`config.mk`:
```
export PLATFORM = sky130hd
export DESIGN_NAME = websocket_frame_receiver
export DESIGN_NICKNAME = d
export VERILOG_FILES = /design/src/sv/wsfr_pkg.sv /design/src/sv/wsfr_front.sv /design/src/sv/wsfr_queue.sv /design/src/sv/wsfr_back.sv /design/src/sv/websocket_frame_receiver.sv
export SDC_FILE = /design/constraint.sdc
export NUM_CORES = 1
export LEC_CHECK = 0
export ABC_AREA = 1
export BUFFER_PORTS_ARGS = -buffer_cell sky130_fd_sc_hd__buf_2
export CAP_MARGIN = 25
export CORE_MARGIN = 1
export CORE_UTILIZATION = 60
export CTS_CLUSTER_SIZE = 25
export DETAILED_ROUTE_END_ITERATION = 8
export GPL_TIMING_DRIVEN = 1
export HOLD_SLACK_MARGIN = 0.03
export MAX_ROUTING_LAYER = met4
export PLACE_DENSITY = 0.81
export SLEW_MARGIN = 15
export SYNTH_ARGS = -nofsm -noshare
export SYNTH_HDL_FRONTEND = slang
export SYNTH_SLANG_ARGS = --single-unit
```
`constraint.sdc`:
```
create_clock -name clk -period 3.8 [get_ports clk]
set_clock_uncertainty 0.05 [all_clocks]
set_input_delay 0.19 -clock clk [delete_from_list [all_inputs] [get_ports clk]]
set_output_delay 0.19 -clock clk [all_outputs]
set_load 0.1 [all_outputs]
```
`src/sv/wsfr_pkg.sv`:
```
// ----------------------------------------------------------------------------
// wsfr_pkg
// Shared types and constants for the frame receiver: parser phases, result
// status codes and the item passed from the header parser to the output side.
// ----------------------------------------------------------------------------
package wsfr_pkg;

  // Parser phase of the byte stream
  typedef enum logic [2:0] {
    PH_HDR0    = 3'd0,
    PH_HDR1    = 3'd1,
    PH_EXT0    = 3'd2,
    PH_EXT1    = 3'd3,
    PH_KEY     = 3'd4,
    PH_PAYLOAD = 3'd5
  } phase_t;

  // Result status codes
  typedef enum logic [1:0] {
    ST_DATA    = 2'd0,
    ST_LEN127  = 2'd1,
    ST_EMPTY   = 2'd2,
    ST_MASKERR = 2'd3
  } status_t;

  // 7-bit length codes that select the extended length forms
  localparam logic [6:0] LEN_EXT16 = 7'd126;
  localparam logic [6:0] LEN_EXT64 = 7'd127;

  // Classified item: raw byte plus the key byte that unmasks it
  typedef struct packed {
    status_t     status;
    logic [7:0]  data;
    logic [7:0]  key;
    logic        fin;
    logic [3:0]  opcode;
    logic        last;
  } item_t;

endpackage

```
`src/sv/wsfr_front.sv`:
```
// ----------------------------------------------------------------------------
// wsfr_front
// Header parser: walks the frame header, captures length and masking key,
// and classifies each accepted byte into a payload item, an error item or
// nothing.
// ----------------------------------------------------------------------------
module wsfr_front (
  input  logic                 clk,
  input  logic                 rst_n,
  input  logic                 in_valid,
  input  logic [7:0]           in_byte,
  input  logic                 cfg_wr_en,
  input  logic                 cfg_wr_data,
  output logic                 q_push,
  output wsfr_pkg::item_t      q_item
);

  wsfr_pkg::phase_t phase_r, phase_nxt;
  logic             fin_r, fin_nxt;
  logic [3:0]       opcode_r, opcode_nxt;
  logic             masked_r, masked_nxt;
  logic [7:0]       len_hi_r, len_hi_nxt;
  logic [15:0]      remaining_r, remaining_nxt;
  logic [31:0]      key_r, key_nxt;
  logic [1:0]       key_idx_r, key_idx_nxt;
  logic             expect_masked_r;

  logic [6:0]       len7;
  logic             mbit;
  logic [15:0]      ext_len;
  logic             last;
  logic             mask_bad;
  logic [7:0]       key_byte;

  assign len7     = in_byte[6:0];
  assign mbit     = in_byte[7];
  assign ext_len  = {len_hi_r, in_byte};
  assign last     = (remaining_r <= 16'd1);
  assign mask_bad = (mbit != expect_masked_r);

  // Select key byte for the current payload offset, first key byte first
  always_comb begin
    case (key_idx_r)
      2'd0:    key_byte = key_r[31:24];
      2'd1:    key_byte = key_r[23:16];
      2'd2:    key_byte = key_r[15:8];
      default: key_byte = key_r[7:0];
    endcase
  end

  // Next phase
  always_comb begin
    phase_nxt = phase_r;
    if (in_valid) begin
      unique case (phase_r)
        wsfr_pkg::PH_HDR1: begin
          if (len7 == wsfr_pkg::LEN_EXT64 || mask_bad || len7 == 7'd0)
            phase_nxt = wsfr_pkg::PH_HDR0;
          else if (len7 == wsfr_pkg::LEN_EXT16)
            phase_nxt = wsfr_pkg::PH_EXT0;
          else
            phase_nxt = mbit ? wsfr_pkg::PH_KEY : wsfr_pkg::PH_PAYLOAD;
        end
        wsfr_pkg::PH_EXT0: phase_nxt = wsfr_pkg::PH_EXT1;
        wsfr_pkg::PH_EXT1: begin
          if (ext_len == 16'd0)
            phase_nxt = wsfr_pkg::PH_HDR0;
          else
            phase_nxt = masked_r ? wsfr_pkg::PH_KEY : wsfr_pkg::PH_PAYLOAD;
        end
        wsfr_pkg::PH_KEY: begin
          if (key_idx_r == 2'd3) phase_nxt = wsfr_pkg::PH_PAYLOAD;
        end
        wsfr_pkg::PH_PAYLOAD: begin
          if (last) phase_nxt = wsfr_pkg::PH_HDR0;
        end
        default: phase_nxt = wsfr_pkg::PH_HDR1;
      endcase
    end
  end

  // Outputs: classify the accepted byte
  always_comb begin
    q_push        = 1'b0;
    q_item.status = wsfr_pkg::ST_DATA;
    q_item.data   = 8'd0;
    q_item.key    = 8'd0;
    q_item.fin    = fin_r;
    q_item.opcode = opcode_r;
    q_item.last   = 1'b0;
    if (in_valid) begin
      unique case (phase_r)
        wsfr_pkg::PH_HDR1: begin
          if (len7 == wsfr_pkg::LEN_EXT64) begin
            q_push        = 1'b1;
            q_item.status = wsfr_pkg::ST_LEN127;
          end else if (mask_bad) begin
            q_push        = 1'b1;
            q_item.status = wsfr_pkg::ST_MASKERR;
          end else if (len7 == 7'd0) begin
            q_push        = 1'b1;
            q_item.status = wsfr_pkg::ST_EMPTY;
          end
        end
        wsfr_pkg::PH_EXT1: begin
          if (ext_len == 16'd0) begin
            q_push        = 1'b1;
            q_item.status = wsfr_pkg::ST_EMPTY;
          end
        end
        wsfr_pkg::PH_PAYLOAD: begin
          q_push      = 1'b1;
          q_item.data = in_byte;
          q_item.key  = masked_r ? key_byte : 8'd0;
          q_item.last = last;
        end
        default: q_push = 1'b0;
      endcase
    end
  end

  // Frame context updates
  always_comb begin
    fin_nxt       = fin_r;
    opcode_nxt    = opcode_r;
    masked_nxt    = masked_r;
    len_hi_nxt    = len_hi_r;
    remaining_nxt = remaining_r;
    key_nxt       = key_r;
    key_idx_nxt   = key_idx_r;
    if (in_valid) begin
      unique case (phase_r)
        wsfr_pkg::PH_HDR1: begin
          masked_nxt    = mbit;
          remaining_nxt = {9'd0, len7};
          key_idx_nxt   = 2'd0;
        end
        wsfr_pkg::PH_EXT0: len_hi_nxt = in_byte;
        wsfr_pkg::PH_EXT1: begin
          remaining_nxt = ext_len;
          key_idx_nxt   = 2'd0;
        end
        wsfr_pkg::PH_KEY: begin
          key_nxt     = {key_r[23:0], in_byte};
          key_idx_nxt = key_idx_r + 2'd1;
        end
        wsfr_pkg::PH_PAYLOAD: begin
          key_idx_nxt   = key_idx_r + 2'd1;
          remaining_nxt = last ? 16'd0 : remaining_r - 16'd1;
        end
        default: begin
          fin_nxt    = in_byte[7];
          opcode_nxt = in_byte[3:0];
        end
      endcase
    end
  end

  // State registers
  always_ff @(posedge clk) begin
    if (!rst_n) begin
      phase_r         <= wsfr_pkg::PH_HDR0;
      fin_r           <= 1'b0;
      opcode_r        <= 4'd0;
      masked_r        <= 1'b0;
      len_hi_r        <= 8'd0;
      remaining_r     <= 16'd0;
      key_r           <= 32'd0;
      key_idx_r       <= 2'd0;
      expect_masked_r <= 1'b1;
    end else begin
      phase_r     <= phase_nxt;
      fin_r       <= fin_nxt;
      opcode_r    <= opcode_nxt;
      masked_r    <= masked_nxt;
      len_hi_r    <= len_hi_nxt;
      remaining_r <= remaining_nxt;
      key_r       <= key_nxt;
      key_idx_r   <= key_idx_nxt;
      if (cfg_wr_en) expect_masked_r <= cfg_wr_data;
    end
  end

  // The final payload byte or any error sends the parser back to header
  a_frame_end: assert property (@(posedge clk) disable iff (!rst_n)
    q_push && (q_item.last || q_item.status != wsfr_pkg::ST_DATA)
      |=> phase_r == wsfr_pkg::PH_HDR0)
    else $error("parser did not return to header after frame end");

  // Payload items only come from the payload phase
  a_data_phase: assert property (@(posedge clk) disable iff (!rst_n)
    q_push && q_item.status == wsfr_pkg::ST_DATA |-> phase_r == wsfr_pkg::PH_PAYLOAD)
    else $error("payload item outside payload phase");

endmodule

```
`src/sv/wsfr_queue.sv`:
```
// ----------------------------------------------------------------------------
// wsfr_queue
// Short first-in first-out queue of classified items between the header
// parser and the output stage.
// ----------------------------------------------------------------------------
module wsfr_queue #(
  parameter int DEPTH = 4
) (
  input  logic                 clk,
  input  logic                 rst_n,
  input  logic                 wr_en,
  input  wsfr_pkg::item_t      wr_item,
  input  logic                 rd_en,
  output wsfr_pkg::item_t      rd_item,
  output logic                 full,
  output logic                 empty
);

  localparam int PTR_W = (DEPTH > 1) ? $clog2(DEPTH) : 1;
  localparam int CNT_W = $clog2(DEPTH + 1);

  wsfr_pkg::item_t   slot_r [DEPTH];
  logic [PTR_W-1:0]  wr_ptr_r, wr_ptr_nxt;
  logic [PTR_W-1:0]  rd_ptr_r, rd_ptr_nxt;
  logic [CNT_W-1:0]  count_r, count_nxt;

  assign full    = (count_r == CNT_W'(DEPTH));
  assign empty   = (count_r == '0);
  assign rd_item = slot_r[rd_ptr_r];

  // Advance pointers and occupancy
  always_comb begin
    wr_ptr_nxt = wr_ptr_r;
    rd_ptr_nxt = rd_ptr_r;
    count_nxt  = count_r;
    if (wr_en)
      wr_ptr_nxt = (wr_ptr_r == PTR_W'(DEPTH - 1)) ? '0 : wr_ptr_r + 1'b1;
    if (rd_en)
      rd_ptr_nxt = (rd_ptr_r == PTR_W'(DEPTH - 1)) ? '0 : rd_ptr_r + 1'b1;
    if (wr_en && !rd_en)
      count_nxt = count_r + 1'b1;
    else if (rd_en && !wr_en)
      count_nxt = count_r - 1'b1;
  end

  always_ff @(posedge clk) begin
    if (!rst_n) begin
      wr_ptr_r <= '0;
      rd_ptr_r <= '0;
      count_r  <= '0;
    end else begin
      wr_ptr_r <= wr_ptr_nxt;
      rd_ptr_r <= rd_ptr_nxt;
      count_r  <= count_nxt;
    end
  end

  // Store written item
  always_ff @(posedge clk) begin
    if (wr_en) slot_r[wr_ptr_r] <= wr_item;
  end

  a_no_overflow: assert property (@(posedge clk) disable iff (!rst_n)
    wr_en |-> !full)
    else $error("write into full queue");

  a_no_underflow: assert property (@(posedge clk) disable iff (!rst_n)
    rd_en |-> !empty)
    else $error("read from empty queue");

endmodule

```
`src/sv/wsfr_back.sv`:
```
// ----------------------------------------------------------------------------
// wsfr_back
// Output stage: takes classified items from the queue, removes the mask from
// payload bytes and holds the result in an output register until popped.
// ----------------------------------------------------------------------------
module wsfr_back (
  input  logic                 clk,
  input  logic                 rst_n,
  input  logic                 q_empty,
  input  wsfr_pkg::item_t      q_item,
  output logic                 q_pop,
  input  logic                 pop,
  output logic                 empty,
  output logic [1:0]           out_status,
  output logic [7:0]           out_data_byte,
  output logic                 out_fin,
  output logic [3:0]           out_opcode,
  output logic                 out_last_in_frame
);

  logic            valid_r, valid_nxt;
  wsfr_pkg::item_t res_r;
  wsfr_pkg::item_t load_item;

  // Load when the output register is free or being emptied this cycle
  assign q_pop = !q_empty && (!valid_r || pop);

  always_comb begin
    valid_nxt = valid_r;
    if (q_pop)
      valid_nxt = 1'b1;
    else if (pop)
      valid_nxt = 1'b0;
  end

  always_ff @(posedge clk) begin
    if (!rst_n) valid_r <= 1'b0;
    else        valid_r <= valid_nxt;
  end

  // Unmask payload byte on load
  always_comb begin
    load_item      = q_item;
    load_item.data = q_item.data ^ q_item.key;
    load_item.key  = 8'd0;
  end

  always_ff @(posedge clk) begin
    if (q_pop) res_r <= load_item;
  end

  assign empty             = !valid_r;
  assign out_status        = res_r.status;
  assign out_data_byte     = res_r.data;
  assign out_fin           = res_r.fin;
  assign out_opcode        = res_r.opcode;
  assign out_last_in_frame = res_r.last;

  // A waiting result is not overwritten while the receiver stalls
  a_hold_result: assert property (@(posedge clk) disable iff (!rst_n)
    valid_r && !pop |=> valid_r && $stable(res_r))
    else $error("pending result changed while stalled");

endmodule

```
`src/sv/websocket_frame_receiver.sv`:
```
// ----------------------------------------------------------------------------
// websocket_frame_receiver
// Frame deframer with payload unmasking for a received byte stream.
// ----------------------------------------------------------------------------
// Usage:
//   Input channel: drive in_byte and push; a byte is taken on a clock edge
//   with push high and full low. Header, extended length and key bytes give
//   no result; each payload byte gives one result, and a frame with a 127
//   length code, a zero length or an unexpected mask bit gives one error
//   result, after which parsing restarts at the next header byte.
//   Result channel: while empty is low the oldest result is on the out_
//   ports; it is taken on a clock edge with pop high.
//   Throughput: one byte per cycle while full is low. Each result's item
//   is written into the item queue at the edge that takes its byte and is
//   moved to the output register once that register is free or being popped.
//   Stalls: results back up into the output register and then the item
//   queue (QUEUE_DEPTH entries); full rises once that queue fills, holding
//   off further bytes, including those that give no result.
//   Reset (rst_n low, synchronous): parser back to the first header byte,
//   queue and output register emptied, mask expectation set to masked.
//   cfg_wr_en/cfg_wr_data write the expect-masked register; write it only
//   while no frame is in progress and no result is pending.
// ----------------------------------------------------------------------------
module websocket_frame_receiver #(
  parameter int QUEUE_DEPTH = 4
) (
  input  logic        clk,
  input  logic        rst_n,
  input  logic [7:0]  in_byte,
  input  logic        push,
  output logic        full,
  output logic        empty,
  input  logic        pop,
  output logic [1:0]  out_status,
  output logic [7:0]  out_data_byte,
  output logic        out_fin,
  output logic [3:0]  out_opcode,
  output logic        out_last_in_frame,
  input  logic        cfg_wr_en,
  input  logic        cfg_wr_data
);

  logic            in_valid;
  logic            q_push;
  wsfr_pkg::item_t q_wr_item;
  wsfr_pkg::item_t q_rd_item;
  logic            q_pop;
  logic            q_empty;

  assign in_valid = push && !full;

  // Parse and classify
  wsfr_front u_front (
    .clk         (clk),
    .rst_n       (rst_n),
    .in_valid    (in_valid),
    .in_byte     (in_byte),
    .cfg_wr_en   (cfg_wr_en),
    .cfg_wr_data (cfg_wr_data),
    .q_push      (q_push),
    .q_item      (q_wr_item)
  );

  // Decouple parser from output stage
  wsfr_queue #(
    .DEPTH (QUEUE_DEPTH)
  ) u_queue (
    .clk     (clk),
    .rst_n   (rst_n),
    .wr_en   (q_push),
    .wr_item (q_wr_item),
    .rd_en   (q_pop),
    .rd_item (q_rd_item),
    .full    (full),
    .empty   (q_empty)
  );

  // Unmask and present results
  wsfr_back u_back (
    .clk               (clk),
    .rst_n             (rst_n),
    .q_empty           (q_empty),
    .q_item            (q_rd_item),
    .q_pop             (q_pop),
    .pop               (pop),
    .empty             (empty),
    .out_status        (out_status),
    .out_data_byte     (out_data_byte),
    .out_fin           (out_fin),
    .out_opcode        (out_opcode),
    .out_last_in_frame (out_last_in_frame)
  );

endmodule
```
==> flow_metrics.env <==
export IMPL_status="complete, no violations"
export IMPL_hpwl_mm=10.9
export IMPL_start_util=0.617
export IMPL_hp_class="input port to flip-flop"
export IMPL_total_power_mw=6.36
export IMPL_synth_edf_count=112
export IMPL_wl_per_cell_um=16.3
export IMPL_synth_top_flop_cell="edfxtp_1"
export IMPL_grt_pass1_vias=5820
export IMPL_setup_ws_ps=795
export IMPL_drive_above_1_share=0.101
export IMPL_cpPeakStageDelay_ps=600
export IMPL_tns_ps=0
export IMPL_worstSetupPathType="flip-flop to flip-flop"
export IMPL_fp_dieH_um=119
export IMPL_hold_violations=0
export IMPL_required_ps=4070
export IMPL_io_pins=32
export IMPL_synth_area_leaders="edfxtp_1, dfxtp_1, nor2_1"
export IMPL_antenna_found_initial=0
export IMPL_port_buffers=31
export IMPL_p_leak_nw=3.61
export IMPL_netlist_instances=865
export IMPL_nets=918
export IMPL_crit_chain="nand2_1 > nor2_1 > nand3_1 > nand3_2 > nand2_4 > inv_1 > ha_1 > inv_1 > fa_1 > a21oi_1 > o21ai_0 > o21ai_0 > a21oi_1"
export IMPL_worst_slew_pin_slew_ps=825
export IMPL_crit_path_top_delay_cell="nor2_1"
export IMPL_ys_ff_latch=190
export IMPL_avgSynthCellArea_sq_um=9.44
export IMPL_final_antenna_net_count=0
export IMPL_clockBufferDepth=2
export IMPL_grt_pass1_wl_mm=28.1
export IMPL_drv_cap=0
export IMPL_routabilityCongestion=0.937
export IMPL_slew_viol_final=0
export IMPL_core_area_sq_um=13200
export IMPL_dieArea_sq_um=14100
export IMPL_clkLatencyLatePin_ps=430
export IMPL_synthesis_nets=892
export IMPL_fin_crit_sh=0.791
export IMPL_relSlewSlack=0.446
export IMPL_ctsHoldBuffers=4
export IMPL_cts_sinks=190
export IMPL_die_x_um=119
export IMPL_worst_setup_hold_path_clk_slew_ps=70
export IMPL_dr_pass1_iters=7
export IMPL_cts_setup_buffers=0
export IMPL_pre_cts_slack_ps=907
export IMPL_synth_largest_area_cell="edfxtp_1"
export IMPL_grt_max_degree=61
export IMPL_startpoint_type="flip-flop"
export IMPL_setup_worst_path_end_class="flip-flop"
export IMPL_cts_made_buffers=17
export IMPL_yosys_warnings=0
export IMPL_wl_mm=17.6
export IMPL_critPathMaxFanout=12
export IMPL_cts_tree="yes"
export IMPL_cts_root_buffer="clkbuf_16"
export IMPL_vias=6118
export IMPL_area_growth_pct=11.4
export IMPL_ir_drop_mv=0.397
export IMPL_ys_types=38
export IMPL_yosysSeqAreaShare=0.603
export IMPL_grt_total_usage=0.266
export IMPL_num_antenna_cells=0
export IMPL_async_flop_share=0
export IMPL_rsz0062_at_grt="false"
export IMPL_drc=0
export IMPL_powerDensity_nw_per_um2=699
export IMPL_synth_area_sq_um=8170
export IMPL_h_tree_depth=4
export IMPL_cts_resized=0
export IMPL_synth_top_area_share=0.412
export IMPL_fin_crit_ps=3000
export IMPL_via_per_inst=5.66
export IMPL_setup_viol_count_final=0
export IMPL_fill_cells=996
export IMPL_rows=42
export IMPL_fmax_mhz=333
export IMPL_drt_iter0_drc=754
export IMPL_worstPathArrival_ps=3280
export IMPL_reg2reg_slack_ps=800
export IMPL_overflow=0
[power breakdown]
| part | leakage [nW] | internal [mW] | total, mW | switching [mW] |
|---|---|---|---|---|
| clock | 0.307 | 1.06 | 1.88 | 0.817 |
| sequential | 1.69 | 2.43 | 2.53 | 0.0938 |
| combinational | 1.62 | 0.418 | 1.95 | 1.53 |
| total | 3.61 | 3.91 | 6.36 | 2.45 |
[cell usage after synthesis, types with 11 or more instances]
library cell and instances:
nor2_1 180, nand2_1 123, edfxtp_1 112, o21ai_0 109
dfxtp_1 78, a21oi_1 60, inv_1 55, nand3_1 24
o22ai_1 24, clkbuf_1 16, ha_1 12, xor2_1 12
buf_2 11
[routing by layer]
metal / up-vias / track usage / part of all wire / wire length, um
met5: - / - / 0 / 0
li1: 2988 / - / - / -
met4: 0 / 0.109 / 0.019 / 329
met1: 2857 / 0.325 / 0.42 / 7380
met2: 244 / 0.441 / 0.51 / 8880
met3: 29 / 0.0454 / 0.056 / 989
[logic make-up after synthesis]
logic type	synth area share
DFF	0.603
AOI/OAI and AO/OA	0.140
buffers and inverters	0.0515
adders and majority gates	0.0208
and+or+nand+nor	0.167
xor gates and xnor gates	0.0182
[stage by stage]
stage | utilization | hold WS (ps) | instance area (sq um) | cells
3_3_place_gp | 0.637 | 335 | 8430 | 1044
6_report | 0.687 | 58.9 | 9100 | 1080
5_1_grt | 0.687 | 52.2 | 9100 | 1080
3_5_place_dp | 0.637 | 359 | 8430 | 1044
4_1_cts | 0.687 | 41.8 | 9100 | 1080
2_1_floorplan | - | 240 | 8170 | 865
[final cells by class]
class	count	area, sq um	share of cell area
inverter	56	210	0.0231
sequential	190	4920	0.541
clock buffer	17	425	0.0468
clock inverter	15	201	0.0221
tap	176	220	0.0242
timing repair buffer	46	278	0.0305
multi-input combinational	580	2840	0.312
[worst max-delay path: cells and delay by family, from the launching register on]
kind | cells | cell delay, ps
buffers and inverters | 2 | 150
AOI/OAI and AO/OA | 4 | 460
adders and majority gates | 2 | 510
DFF | 1 | 420
and+or+nand+nor | 5 | 1300
[layout by cell type (no fill, tap or decap), types with 2 or more instances in the layout]
cell,n
a21oi_1,60
a311oi_1,8
buf_2,31
buf_4,11
bufinv_16,3
clkbuf_16,17
clkinv_2,2
dfxtp_1,78
dlygate4sd3_1,4
edfxtp_1,112
ha_1,12
inv_1,55
inv_6,4
inv_8,3
nand2_1,123
nand2_4,2
nand3_1,24
nand4_1,2
nor2_1,176
nor2_2,6
nor3_1,2
o21ai_0,109
o21ai_1,2
o21ai_2,2
o22ai_1,24
xnor2_1,5
xor2_1,12
[path summary, 6_finish.rpt]
check                                         from             endpoint  cells after the start
worst max-delay path            u_front.phase_r[0]   u_queue.count_r[2]                     13
worst min-delay path                    in_byte[5]  u_front.len_hi_r[5]                      3
worst max register to register  u_front.phase_r[0]   u_queue.count_r[2]                     13
worst min register to register  u_front.phase_r[1]   u_front.phase_r[1]                      2
[sequential cells by signal (all words and copies together), names as in the netlist, 2 cells and up, named ones only]
signal / count
u_back.out_opcode: 4
u_queue.count_r: 3
u_front.key_r: 32
u_front.len_hi_r: 8
u_back.out_status: 2
u_front.remaining_r: 16
u_front.opcode_r: 4
u_queue.wr_ptr_r: 2
u_front.key_idx_r: 2
u_front.phase_r: 3
u_queue.slot_r: 96
u_back.out_data_byte: 8
u_queue.rd_ptr_r: 2
Power figures use the tool's default switching activity.
